### src/rtl/core/pihit_pkg.sv
// ----------------------------------------------------------------------------
// pihit_pkg
// shared types and constants for the point-in-quad hit test core
// ----------------------------------------------------------------------------
package pihit_pkg;

  localparam int CFG_IDX_BITS = 4;

  localparam logic [CFG_IDX_BITS-1:0] REG_CORNER0_X = 4'd0;
  localparam logic [CFG_IDX_BITS-1:0] REG_CORNER0_Y = 4'd1;
  localparam logic [CFG_IDX_BITS-1:0] REG_CORNER1_X = 4'd2;
  localparam logic [CFG_IDX_BITS-1:0] REG_CORNER1_Y = 4'd3;
  localparam logic [CFG_IDX_BITS-1:0] REG_CORNER2_X = 4'd4;
  localparam logic [CFG_IDX_BITS-1:0] REG_CORNER2_Y = 4'd5;
  localparam logic [CFG_IDX_BITS-1:0] REG_CORNER3_X = 4'd6;
  localparam logic [CFG_IDX_BITS-1:0] REG_CORNER3_Y = 4'd7;

  // stage load enables, front to back
  typedef struct packed {
    logic s1;
    logic s2;
    logic s3;
  } pipe_en_t;

  // per-edge result at the end of the edge pipeline
  typedef struct packed {
    logic neg;
    logic zero;
    logic on_box;
  } edge_flags_t;

endpackage

### src/rtl/core/pihit_edge.sv
// ----------------------------------------------------------------------------
// pihit_edge
// three-stage cross product sign and bounding box test for one edge
// ----------------------------------------------------------------------------
module pihit_edge
  import pihit_pkg::*;
#(
  parameter int COORD_BITS = 20
) (
  input  logic                         clk,
  input  pipe_en_t                     en,
  input  logic signed [COORD_BITS-1:0] sx,
  input  logic signed [COORD_BITS-1:0] sy,
  input  logic signed [COORD_BITS-1:0] ex,
  input  logic signed [COORD_BITS-1:0] ey,
  input  logic signed [COORD_BITS-1:0] px,
  input  logic signed [COORD_BITS-1:0] py,
  output edge_flags_t                  flags
);

  localparam int D = COORD_BITS + 1;
  localparam int P = 2 * D;

  logic signed [D-1:0] ddx_nxt, ddy_nxt, dpx_nxt, dpy_nxt;
  logic signed [D-1:0] ddx_r, ddy_r, dpx_r, dpy_r;
  logic                box_nxt, box1_r, box2_r, box3_r;
  logic signed [P-1:0] pa_nxt, pb_nxt, pa_r, pb_r;
  logic signed [P:0]   diff;
  logic                neg_r, zero_r;

  // stage 1: differences and box test
  always_comb begin
    ddx_nxt = D'(ex) - D'(sx);
    ddy_nxt = D'(ey) - D'(sy);
    dpx_nxt = D'(px) - D'(sx);
    dpy_nxt = D'(py) - D'(sy);
    box_nxt = ((sx <= px && px <= ex) || (ex <= px && px <= sx)) &&
              ((sy <= py && py <= ey) || (ey <= py && py <= sy));
  end

  always_ff @(posedge clk) begin
    if (en.s1) begin
      ddx_r  <= ddx_nxt;
      ddy_r  <= ddy_nxt;
      dpx_r  <= dpx_nxt;
      dpy_r  <= dpy_nxt;
      box1_r <= box_nxt;
    end
  end

  // stage 2: the two products
  always_comb begin
    pa_nxt = P'(ddx_r) * P'(dpy_r);
    pb_nxt = P'(dpx_r) * P'(ddy_r);
  end

  always_ff @(posedge clk) begin
    if (en.s2) begin
      pa_r   <= pa_nxt;
      pb_r   <= pb_nxt;
      box2_r <= box1_r;
    end
  end

  // stage 3: subtract and classify sign
  assign diff = (P+1)'(pa_r) - (P+1)'(pb_r);

  always_ff @(posedge clk) begin
    if (en.s3) begin
      neg_r  <= diff[P];
      zero_r <= (diff == '0);
      box3_r <= box2_r;
    end
  end

  assign flags.neg    = neg_r;
  assign flags.zero   = zero_r;
  assign flags.on_box = box3_r;

endmodule

### config.mk
export PLATFORM = sky130hd
export DESIGN_NAME = pihit_edge
export DESIGN_NICKNAME = d
export VERILOG_FILES = /design/src/rtl/core/pihit_pkg.sv /design/src/rtl/core/pihit_edge.sv
export SDC_FILE = /design/constraint.sdc
export NUM_CORES = 2
export LEC_CHECK = 0
export BUFFER_PORTS_ARGS = -buffer_cell sky130_fd_sc_hd__buf_2
export CORE_AREA = 2 2 282 284
export CTS_CLUSTER_DIAMETER = 50
export CTS_CLUSTER_SIZE = 20
export DETAILED_ROUTE_END_ITERATION = 8
export DIE_AREA = 0 0 284 286
export PLACE_DENSITY = 0.76
export SLEW_MARGIN = 20
export SYNTH_ARGS = -nofsm -noshare
export SYNTH_HDL_FRONTEND = slang
export SYNTH_SLANG_ARGS = --single-unit
### constraint.sdc
create_clock -name clk -period 9.5 [get_ports clk]
set_input_delay 1.9 -clock clk [delete_from_list [all_inputs] [get_ports clk]]
set_output_delay 1.9 -clock clk [all_outputs]
set_load 0.05 [all_outputs]
==> impl_metrics.py <==
metrics = {
    "status": {
        "status": "completed",
    },
    "detailed_routing": {
        "vias": 32982,
        "wl_per_cell_um": 19.4,
        "viasPerCell": 5.58,
        "ant_nets": 0,
        "drt_iter0_drc": 2589,
        "drc_errors": 0,
        "firstDrtPassIters": 6,
        "wirelength_mm": 115,
    },
    "timing": {
        "setup_violations": 0,
        "rsz0062_at_grt": "false",
        "fin_ws_ns": 1.36,
        "period_needed_ns": 8.14,
        "clock_skew_ns": 0.0177,
        "hold_viol_final": 0,
        "fmax_ghz": 0.123,
        "maxSlewViolCount": 0,
        "slew_headroom": 0.197,
        "worstMarginPinSlew_ns": 1.20,
        "fin_crit_sh": 0.857,
        "tns_ns": 0,
    },
    "final_layout": {
        "drive_gt1_frac": 0.0444,
        "seq_area_um2": 5190,
        "multiInputGateArea_um2": 34800,
        "nNetsFinal": 6281,
        "num-fill-cells": 6762,
        "fin_area_um2": 47200,
        "area_growth_syn_to_layout_pct": 4.56,
    },
    "worst_setup_path": {
        "setup.worst_path.class": "flip-flop to flip-flop",
        "worstSetupEndpointType": "flip-flop",
        "startpoint_type": "flip-flop",
        "worstPathArrival_ns": 8.36,
        "r2r_end": "pb_r[40]",
        "r2r_setup_slack_ns": 1.36,
        "cp_max_fo": 21,
        "r2r-start": "dpx_r[8]",
        "cp.required_ns": 9.72,
        "rr_worst_depth": 25,
    },
    "logic_synthesis": {
        "yosys-top-cells-area": "fa_1 (41%), edfxtp_1 (12%), ha_1 (11%)",
        "syn-cell-area_um2": 45100,
        "synth_nets": 6286,
        "synth_seq_cells": 173,
        "ys.flop_type": "edfxtp_1",
        "synth_cell_types": 82,
        "synthCells": 4853,
        "yosys.area.top_type": "fa_1",
        "synth_top_area_share": 0.410,
        "syn_avg_cell_area_um2": 9.29,
        "async_flop_share": 0,
        "synth_edf_count": 173,
        "yosysWarnings": 0,
        "seq_area_frac_synth": 0.115,
    },
    "cts": {
        "cts_hold_buf": 0,
        "cts.sinks": 173,
        "tritoncts": "built",
        "clk-insertion-delay-late_ns": 0.48,
        "cts-htree-levels": 4,
        "clockBufferDepth": 2,
        "cts_buffers": 17,
        "cts-root-buf": "clkbuf_16",
        "clk_pin_slew_ns": 0.07,
        "cts_resized": 0,
        "postCtsSetupRepairBufs": 0,
    },
    "floorplan": {
        "io_pins": 127,
        "die_x_um": 284,
        "die_height_um": 286,
        "core_um2": 78400,
        "die_area_um2": 81200,
        "rows": 103,
        "initial_utilization": 0.576,
    },
    "grt": {
        "grt_pass1_wl_mm": 188,
        "top_usage_layer": "met2",
        "antenna_found_initial": 16,
        "grt_overflow_total": 0,
        "grt_pass1_vias": 35413,
        "grt_util_met1": 0.392,
        "grt_start_max_net_pins": 86,
        "met2_usage": 0.487,
        "track_usage": 0.297,
        "grtUsageMet3": 0.0600,
    },
    "worst_hold_path": {
        "hold_end": "box2_r",
        "hold_depth": 0,
        "hp-start": "box1_r",
        "hp-class": "flip-flop to flip-flop",
    },
    "placement": {
        "placed_cell_area_um2": 46600,
        "dp_slack_ns": 1.53,
        "io_buffers": 126,
        "routabilityCongestion": 0.979,
        "hpwl_mm": 95.5,
    },
    "run": {
        "drv_cap": 0,
    },
}
## synthesized netlist by cell type (all sizes together) (4+ instances only)
| library cell | instances |
|---|---|
| mux2i | 5 |
| o21a | 22 |
| a211oi | 23 |
| o2111ai | 7 |
| o21bai | 20 |
| nand2b | 43 |
| or2 | 5 |
| a41oi | 5 |
| o41ai | 6 |
| o21ai | 112 |
| a221o | 5 |
| or4 | 5 |
| a21o | 71 |
| a21boi | 15 |
| nor2b | 45 |
| nand3 | 40 |
| a2111oi | 5 |
| nor3 | 46 |
| o31a | 6 |
| nand2 | 532 |
| and3 | 16 |
| inv | 1166 |
| o31ai | 10 |
| xor2 | 48 |
| nand3b | 6 |
| nor2 | 134 |
| ha | 386 |
| and2 | 404 |
| a221oi | 4 |
| fa | 923 |
| nor4 | 7 |
| or3 | 18 |
| o22ai | 6 |
| o211ai | 8 |
| edfxtp | 173 |
| nand4 | 28 |
| buf | 14 |
| xnor2 | 123 |
| clkbuf | 171 |
| a31oi | 21 |
| a21oi | 129 |
## final cells by class
cell class | instances | area share
antenna | 1 | 0.0000531
timing repair buffer | 161 | 0.0191
tap | 1050 | 0.0279
sequential | 173 | 0.110
clock inverter | 13 | 0.00287
multi-input combinational | 3326 | 0.738
clock buffer | 19 | 0.00918
inverter | 1169 | 0.0931
## sequential cells by signal, summed over array words and instances (netlist names)
signal	cells
box3_r	1
pb_r	42
box1_r	1
zero_r	1
neg_r	1
box2_r	1
dpx_r	21
pa_r	42
dpy_r	21
ddy_r	21
ddx_r	21
## logic make-up (layout without fill, tap and decap cells)
| logic type | Yosys count | in the layout | synth area share |
|---|---|---|---|
| adder cells (fa/ha/maj) | 1309 | 1309 | 0.517 |
| multiplexers | 8 | 8 | 0.00186 |
| flip-flops | 173 | 173 | 0.115 |
| XOR/XNOR | 171 | 171 | 0.0332 |
| buffers and inverters | 1354 | 1362 | 0.114 |
| AND/OR/NAND/NOR | 1336 | 1336 | 0.147 |
| other | 0 | 1 | 0 |
| AO/OA/AOI/OAI | 502 | 502 | 0.0722 |
## metal layers
layer | vias up | share of wire
met1 | 16672 | 0.40
met2 | 1239 | 0.47
met3 | 286 | 0.080
li1 | 14761 | -
met4 | 24 | 0.045
met5 | - | 0.0013
## critical path: stages, from the launching register on
cell      delay, ns
edfxtp_1       1.09
and2_1         0.26
fa_1           0.44
fa_1           0.52
inv_1          0.05
fa_1           0.47
inv_1          0.05
fa_1           0.49
inv_1          0.05
fa_1           0.54
inv_1          0.05
fa_1           0.47
inv_1          0.05
fa_1           0.47
inv_1          0.04
ha_1           0.32
a21o_1         0.20
a211oi_1       0.23
o31ai_1        0.14
a221oi_1       0.48
o21ai_1        0.27
a41oi_1        0.54
a311oi_1       0.21
o21a_1         0.21
nor2_1         0.12
xnor2_1        0.09
## placed cells by master (no fill, tap or decap), types with 20 or more instances in the layout
cell      synthesis  final
buf_4             5     36
a21o_1           69     69
xor2_1           48     48
a21oi_1         128    128
a31oi_1          21     21
nor2_1          134    134
o21a_1           22     22
buf_2             2    124
o21ai_1          20     20
and2_1          404    404
xnor2_1         123    123
nor2b_1          44     44
ha_1            386    386
nor3_1           46     46
o21ai_0          92     92
nand2b_1         43     43
a211oi_1         23     23
edfxtp_1        173    173
fa_1            923    923
nand2_1         532    532
o21bai_1         20     20
nand4_1          28     28
inv_1          1165   1165
nand3_1          40     40
## per-stage QoR
step            util  hold slack [ns]  std cells
2_1_floorplan      -            0.400       4853
3_3_place_gp   0.594            0.403       5879
6_report       0.602            0.443       5912
4_1_cts        0.602            0.443       5911
3_5_place_dp   0.594            0.438       5879
5_1_grt        0.602            0.450       5911
## how the worst max path moves through the flow
stage               startpoint       end  cells past startpoint
finish                dpx_r[8]  pb_r[40]                     25
global placement     ddy_r[20]  pb_r[41]                     22
global route          dpx_r[8]  pb_r[41]                     27
CTS                  dpx_r[20]  pb_r[40]                     25
detailed placement   dpx_r[20]  pb_r[40]                     25
floorplan            dpx_r[20]  pb_r[41]                     23
Power is not shown: default switching activity piles up to over one toggle a cycle in this logic, so the estimate is an artifact.
